[config.mk]
export PLATFORM = sky130hd
export DESIGN_NAME = bmf_div
export DESIGN_NICKNAME = d
export VERILOG_FILES = /design/src/rtl/assert_macros.svh /design/src/rtl/bmf_div.sv
export SDC_FILE = /design/constraint.sdc
export NUM_CORES = 1
export LEC_CHECK = 0
export ABC_AREA = 1
export BUFFER_PORTS_ARGS = -buffer_cell sky130_fd_sc_hd__buf_2
export CAP_MARGIN = 20
export CORE_MARGIN = 2
export CORE_UTILIZATION = 45
export CTS_CLUSTER_SIZE = 28
export DETAILED_ROUTE_END_ITERATION = 10
export PLACE_DENSITY = 0.8
export RECOVER_POWER = 25
export SLEW_MARGIN = 20
export SYNTH_ARGS = -nofsm -noshare
export SYNTH_HDL_FRONTEND = slang
export SYNTH_SLANG_ARGS = --single-unit
[constraint.sdc]
create_clock -name clk -period 4.9 [get_ports clk]
set_input_delay 0.49 -clock clk [delete_from_list [all_inputs] [get_ports clk]]
set_output_delay 0.49 -clock clk [all_outputs]
set_load 0.03 [all_outputs]
[src/rtl/assert_macros.svh]
// assertion macros used by the top-level filter
// no dependencies; compiled out when SYNTHESIS is set
`ifndef ASSERT_MACROS_SVH
`define ASSERT_MACROS_SVH
`ifndef SYNTHESIS
// property must hold at every clock edge outside reset
`define BMF_ASSERT(lbl, clk, rst, prop) \
  lbl: assert property (@(posedge clk) disable iff (rst) prop) else $error("assertion failed");
// expression must never be true outside reset
`define BMF_NEVER(lbl, clk, rst, expr) \
  lbl: assert property (@(posedge clk) disable iff (rst) !(expr)) else $error("forbidden condition");
`else
`define BMF_ASSERT(lbl, clk, rst, prop)
`define BMF_NEVER(lbl, clk, rst, expr)
`endif
`endif

[src/rtl/bmf_div.sv]
// iterative restoring divider, one quotient bit per cycle
// no dependencies
`timescale 1ns / 1ps
module bmf_div #(
  parameter int NUM_W = 16,
  parameter int DEN_W = 8
) (
  input  logic             clk,
  input  logic             rst,
  input  logic             start,
  input  logic [NUM_W-1:0] num,
  input  logic [DEN_W-1:0] den,
  output logic             busy,
  output logic             done,
  output logic [NUM_W-1:0] quot
);
  localparam int CW = $clog2(NUM_W + 1);

  logic [DEN_W:0]   rem;
  logic [DEN_W-1:0] dreg;
  logic [CW-1:0]    cnt;
  logic [DEN_W:0]   trial;

  assign trial = {rem[DEN_W-1:0], quot[NUM_W-1]};

  always_ff @(posedge clk) begin
    if (rst) begin
      busy <= 1'b0;
      done <= 1'b0;
    end else begin
      done <= 1'b0;
      if (start) begin
        busy <= 1'b1;
        cnt  <= CW'(NUM_W);
        rem  <= '0;
        quot <= num;
        dreg <= den;
      end else if (busy) begin
        // shift in next dividend bit, subtract when it fits
        if (trial >= {1'b0, dreg}) begin
          rem  <= trial - {1'b0, dreg};
          quot <= {quot[NUM_W-2:0], 1'b1};
        end else begin
          rem  <= trial;
          quot <= {quot[NUM_W-2:0], 1'b0};
        end
        cnt <= cnt - 1'b1;
        if (cnt == CW'(1)) begin
          busy <= 1'b0;
          done <= 1'b1;
        end
      end
    end
  end
endmodule
==> impl_metrics.yaml, run 1 <==
run_status:
  status: "completed"
cells_and_area:
  stdcell_count: 360
  syn_to_final_growth_pct: 17.0
  antenna_cells: 0
  nFillCells: 435
  layout_commonest_cell: "nand2_1"
  nets: 330
  mostFrequentLayoutCells: "nand2_1, buf_2, edfxtp_1"
  regArea_um2: 1150
  multiInputGateArea_um2: 890
  drive_gt1_frac: 0.249
floorplan:
  dieArea_um2: 5450
  initial_core_util: 0.464
  die_h_um: 73.8
  ioPinCount: 45
  die_w_um: 73.8
  core_area_um2: 4720
  rows: 25
route:
  via_count: 1669
  drc: 0
  wl_mm: 4.22
  ant_nets: 0
  wl_per_cell_um: 11.7
  vias_per_cell: 4.64
  drt_iter0_drc: 69
  first_pass_iters: 7
timing:
  max_slew_margin: 0.344
  tightestPinTransition_ns: 0.984
  clock-skew-final_ns: 0.00608
  timing.final.crit_share: 0.457
  fin_ws_ns: 2.66
  fmax_mhz: 447
  rsz0062_at_grt: "no"
  hold_viol: 0
  finalSetupTns_ns: 0
  fin_crit_ns: 2.24
  setup_viol: 0
  drv_slew: 0
yosys:
  ys.warnings.count: 0
  synthesis.nets: 282
  synthAdderAreaFrac: 0.0662
  synth_edf_count: 37
  synth_cell_types: 29
  syn_area_per_cell_um2: 8.99
  synth-simple-area-share: 0.296
  synth_area_um2: 2190
  ys_seq_area_frac: 0.525
  syn-instance-count: 244
  yosys.area.top_type_share: 0.507
  ys.flop_type: "edfxtp_1"
  ys_ff_latch: 39
  async_reset_ff_frac: 0
  synth_top_family_by_area: "simple AND/OR/NAND/NOR gates"
  synth_xor_area_frac: 0.0160
  muxShareOfSynthArea: 0
  yosysTopAreaCell: "edfxtp_1"
  synth_compound_area_frac: 0.0257
  synth.area.top_cells: "edfxtp_1, nand2_1, ha_1"
clocking:
  clockBufferDepth: 2
  htreeDepth: 2
  cts_sinks: 39
  cts_buffers: 5
  root_buffer: "clkbuf_8"
  post_cts_buffers: 0
  clkTransAtPathRegs_ns: 0.07
  hold_buffers: 0
  worstSkewPairLatency_ns: 0.29
  ctsResizeCount: 0
  cts_tree: "done"
hold_path:
  hp-start: "den[5]"
  hold_end: "dreg[5]"
  min_path_cells: 1
  hold_class: "in -> reg"
pwr:
  powerDensity_nw_per_um2: 317
  vdd_drop_max_uv: 224
  leakage_nw: 1.25
global_route:
  grt_pass1_wl_mm: 7.31
  grt_max_degree: 28
  grt.total_usage: 0.177
  gr-total-overflow: 0
  grt_antenna_before_repair: 0
  grt_pass1_vias: 1655
worst_setup_path:
  regToRegStartpoint: "quot[15]"
  r2r_slack_ns: 3.07
  start_kind: "input pin"
  criticalPathCategory: "in -> reg"
  cp.required_ns: 4.82
  r2r_cells: 7
  end_kind: "flop"
  arrival_ns: 2.16
  path_max_fanout: 26
  rr_endpoint: "rem[4]"
placed_design:
  gp_congestion: 0.788
  dp_hpwl_mm: 3.19
  place_ws_ns: 2.81
  dp_cells: 352
  port_buffers: 44
job:
  drv_cap: 0
## stage by stage
step / instance area (um2) / power (mW) / hold slack [ns] / utilization
floorplan: 2190 / 0.563 / 0.536 / -
global placement: 2490 / 0.608 / 0.495 / 0.526
detailed placement: 2490 / 0.614 / 0.500 / 0.526
CTS: 2570 / 0.819 / 0.362 / 0.544
global route: 2570 / 0.860 / 0.358 / 0.543
finish: 2570 / 0.813 / 0.373 / 0.543
## worst max-delay path by stage
| stage | startpoint | to | slack, ns | cells after the start |
|---|---|---|---|---|
| 3_5_place_dp | start | dreg[7] | 2.81 | 3 |
| 3_3_place_gp | start | dreg[7] | 2.87 | 3 |
| 4_1_cts | quot[15] | rem[4] | 3.05 | 7 |
| 5_1_grt | start | dreg[0] | 2.43 | 3 |
| 6_report | start | dreg[2] | 2.66 | 3 |
| 2_1_floorplan | busy | cnt[0] | 2.39 | 2 |
## worst max-delay path: stages
cell and delay [ns]:
clkbuf_1 0.71, inv_4 0.27, nor2_1 0.68
## registers in the layout, indices dropped and copies added, names as in the netlist
signal and count:
busy 1, cnt 5, done 1, dreg 8, quot 16, rem 8
## layer usage
| metal | wire, um | global-route usage | share of wire |
|---|---|---|---|
| met1 | 1850 | 0.228 | 0.44 |
| met2 | 2120 | 0.292 | 0.50 |
| met3 | 228 | 0.0398 | 0.054 |
| met4 | 19 | 0.0606 | 0.0045 |
| met5 | 0 | 0 | 0 |
## report_power, final
part	switching (mW)	total, mW	leakage, nW	internal [mW]
clock	0.106	0.206	0.0422	0.0998
sequential	0.0130	0.410	0.371	0.397
combinational	0.127	0.197	0.835	0.0698
## cells by family after synthesis
kind of cell | after synthesis
and+or+nand+nor | 142
buffers and inverters | 39
DFF | 39
adders and majority gates | 11
AOI/OAI and AO/OA | 9
xor gates and xnor gates | 4
## synthesized netlist by cell type, types with 2 or more instances
library cell  number
a21oi_1            4
clkbuf_1           3
dfxtp_1            2
edfxtp_1          37
ha_1              10
inv_1             33
nand2_1           86
nand2_2            4
nand2_4            2
nand3_1            8
nand3b_1           4
nand4_1            2
nor2_1            21
nor2_2             7
nor2_4             2
o21ai_0            2
o21ai_1            2
or2_2              2
xnor2_1            2
xor2_1             2
## layout make-up
cell class / instances / area share
clock buffers: 7 / 0.0297
repair buffers: 45 / 0.0882
clock inverters: 1 / 0.00195
multi-input cells: 166 / 0.347
inverters: 35 / 0.0522
well taps: 67 / 0.0327
flip-flops and latches: 39 / 0.449
Power figures use the tool's default switching activity.
==> inputs of run 2 (changes only) <==
==> constraint.sdc (replaced) <==
create_clock -name clk -period 2.3 [get_ports clk]
set_input_delay 0.23 -clock clk [delete_from_list [all_inputs] [get_ports clk]]
set_output_delay 0.23 -clock clk [all_outputs]
set_load 0.03 [all_outputs]
==> impl_metrics.yaml, run 2 (synthesis gave the netlist of run 1 again) <==
timing:
  fin_crit_ns: 1.88
  hold_viol: 0
  fin_ws_ns: 0.422
  rsz0062_at_grt: "no"
  setup_viol: 0
  tightestPinTransition_ns: 0.376
  finalSetupTns_ns: 0
  clock-skew-final_ns: 0.00298
  timing.final.crit_share: 0.816
  max_slew_margin: 0.749
  fmax_mhz: 533
  drv_slew: 0
worst_setup_path:
  r2r_slack_ns: 0.42
  regToRegStartpoint: "quot[15]"
  end_kind: "flop"
  rr_endpoint: "rem[4]"
  start_kind: "flop"
  cp.required_ns: 2.35
  critPathLaunch: "quot[15]"
  criticalPathCategory: "reg -> reg"
  arrival_ns: 1.93
  r2r_cells: 7
  path_max_fanout: 3
global_route:
  use_met1: 0.228
  grt_pass1_vias: 1673
  grt_antenna_before_repair: 0
  grt_util_met3: 0.0466
  grt.total_usage: 0.177
  met2_usage: 0.287
  grt_pass1_wl_mm: 7.25
  grt-busiest-layer: "met2"
  gr-total-overflow: 0
  grt_max_degree: 31
cells_and_area:
  layout_commonest_cell: "nand2_1"
  top_register: "quot"
  mostFrequentLayoutCells: "nand2_1, buf_2, edfxtp_1"
  largest_register_ffs: 16
  syn_to_final_growth_pct: 17.9
  nFillCells: 437
  drive_gt1_frac: 0.264
  antenna_cells: 0
  nets: 332
  final_core_util: 0.547
  largestRegisters: "quot x16, dreg x8, rem x8"
clocking:
  clockBufferDepth: 2
  ctsResizeCount: 0
  cts_buffers: 5
  clkTransAtPathRegs_ns: 0.07
  hold_buffers: 0
  htreeDepth: 2
  root_buffer: "clkbuf_8"
  post_cts_buffers: 0
  cts_sinks: 39
  worstSkewPairLatency_ns: 0.29
  cts_tree: "done"
run_status:
  status: "completed"
pwr:
  vdd_drop_max_uv: 501
  powerDensity_nw_per_um2: 674
  power_mw: 1.74
  leakage_nw: 1.27
hold_path:
  hp-start: "den[4]"
  min_path_cells: 1
  hold_end: "dreg[4]"
  hold_class: "in -> reg"
floorplan:
  initial_core_util: 0.464
  die_h_um: 73.8
  ioPinCount: 45
  core_area_um2: 4720
  die_w_um: 73.8
  rows: 25
  dieArea_um2: 5450
route:
  first_pass_iters: 4
  via_count: 1692
  drc: 0
  drt_iter0_drc: 69
  vias_per_cell: 4.67
  wl_per_cell_um: 11.4
  ant_nets: 0
  wl_mm: 4.14
placed_design:
  gp_congestion: 0.902
  place_ws_ns: 0.429
  port_buffers: 44
  dp_hpwl_mm: 3.23
job:
  drv_cap: 0
## run 2: changes by cell type in the layout (fill, tap and decap cells not counted)
cell	delta
clkinv_2	+2
clkbuf_1	-3
buf_4	+2
buf_2	+1
## run 2: per-layer routing
metal	wire length (um)	part of all wire	up-vias
li1	-	-	871
met1	1790	0.43	769
met2	2060	0.50	47
met3	242	0.058	5
met4	52	0.013	0
met5	0	0	-
## run 2: worst max path at each step
stage | endpoint | cells past startpoint
global placement | rem[4] | 7
detailed placement | rem[4] | 7
finish | rem[4] | 7
global route | rem[4] | 7
floorplan | rem[4] | 7
CTS | rem[4] | 7
## run 2: power breakdown
| part | switching (mW) | leakage, nW | internal, mW |
|---|---|---|---|
| logic | 0.273 | 0.848 | 0.151 |
| clock network | 0.240 | 0.0477 | 0.207 |
| registers | 0.0256 | 0.371 | 0.845 |
| total | 0.538 | 1.27 | 1.20 |
## run 2: cell type report
cell class              count  area [um2]  share of cell area
flip-flops and latches     39        1150               0.445
multi-input cells         166         890               0.344
repair buffers             47         243              0.0939
inverters                  35         134              0.0518
well taps                  67        83.8              0.0324
clock buffers               5        68.8              0.0266
clock inverters             3        15.0             0.00581
## run 2: through the flow
stage                     hold slack, ns  instance area (um2)  instances
after global routing               0.103                 2580        362
after detailed placement           0.408                 2500        354
final                              0.108                 2580        362
after floorplan                    0.306                 2200        244
after CTS                          0.103                 2580        362
after global placement             0.409                 2500        354
## run 2: worst max-delay path, cell delays in order, from the launching register on
cell      delay [ns]
edfxtp_1        0.36
inv_1           0.07
ha_1            0.22
fa_1            0.43
o21ai_0         0.28
xor2_1          0.11
nor2_1          0.11
nor2_1          0.05
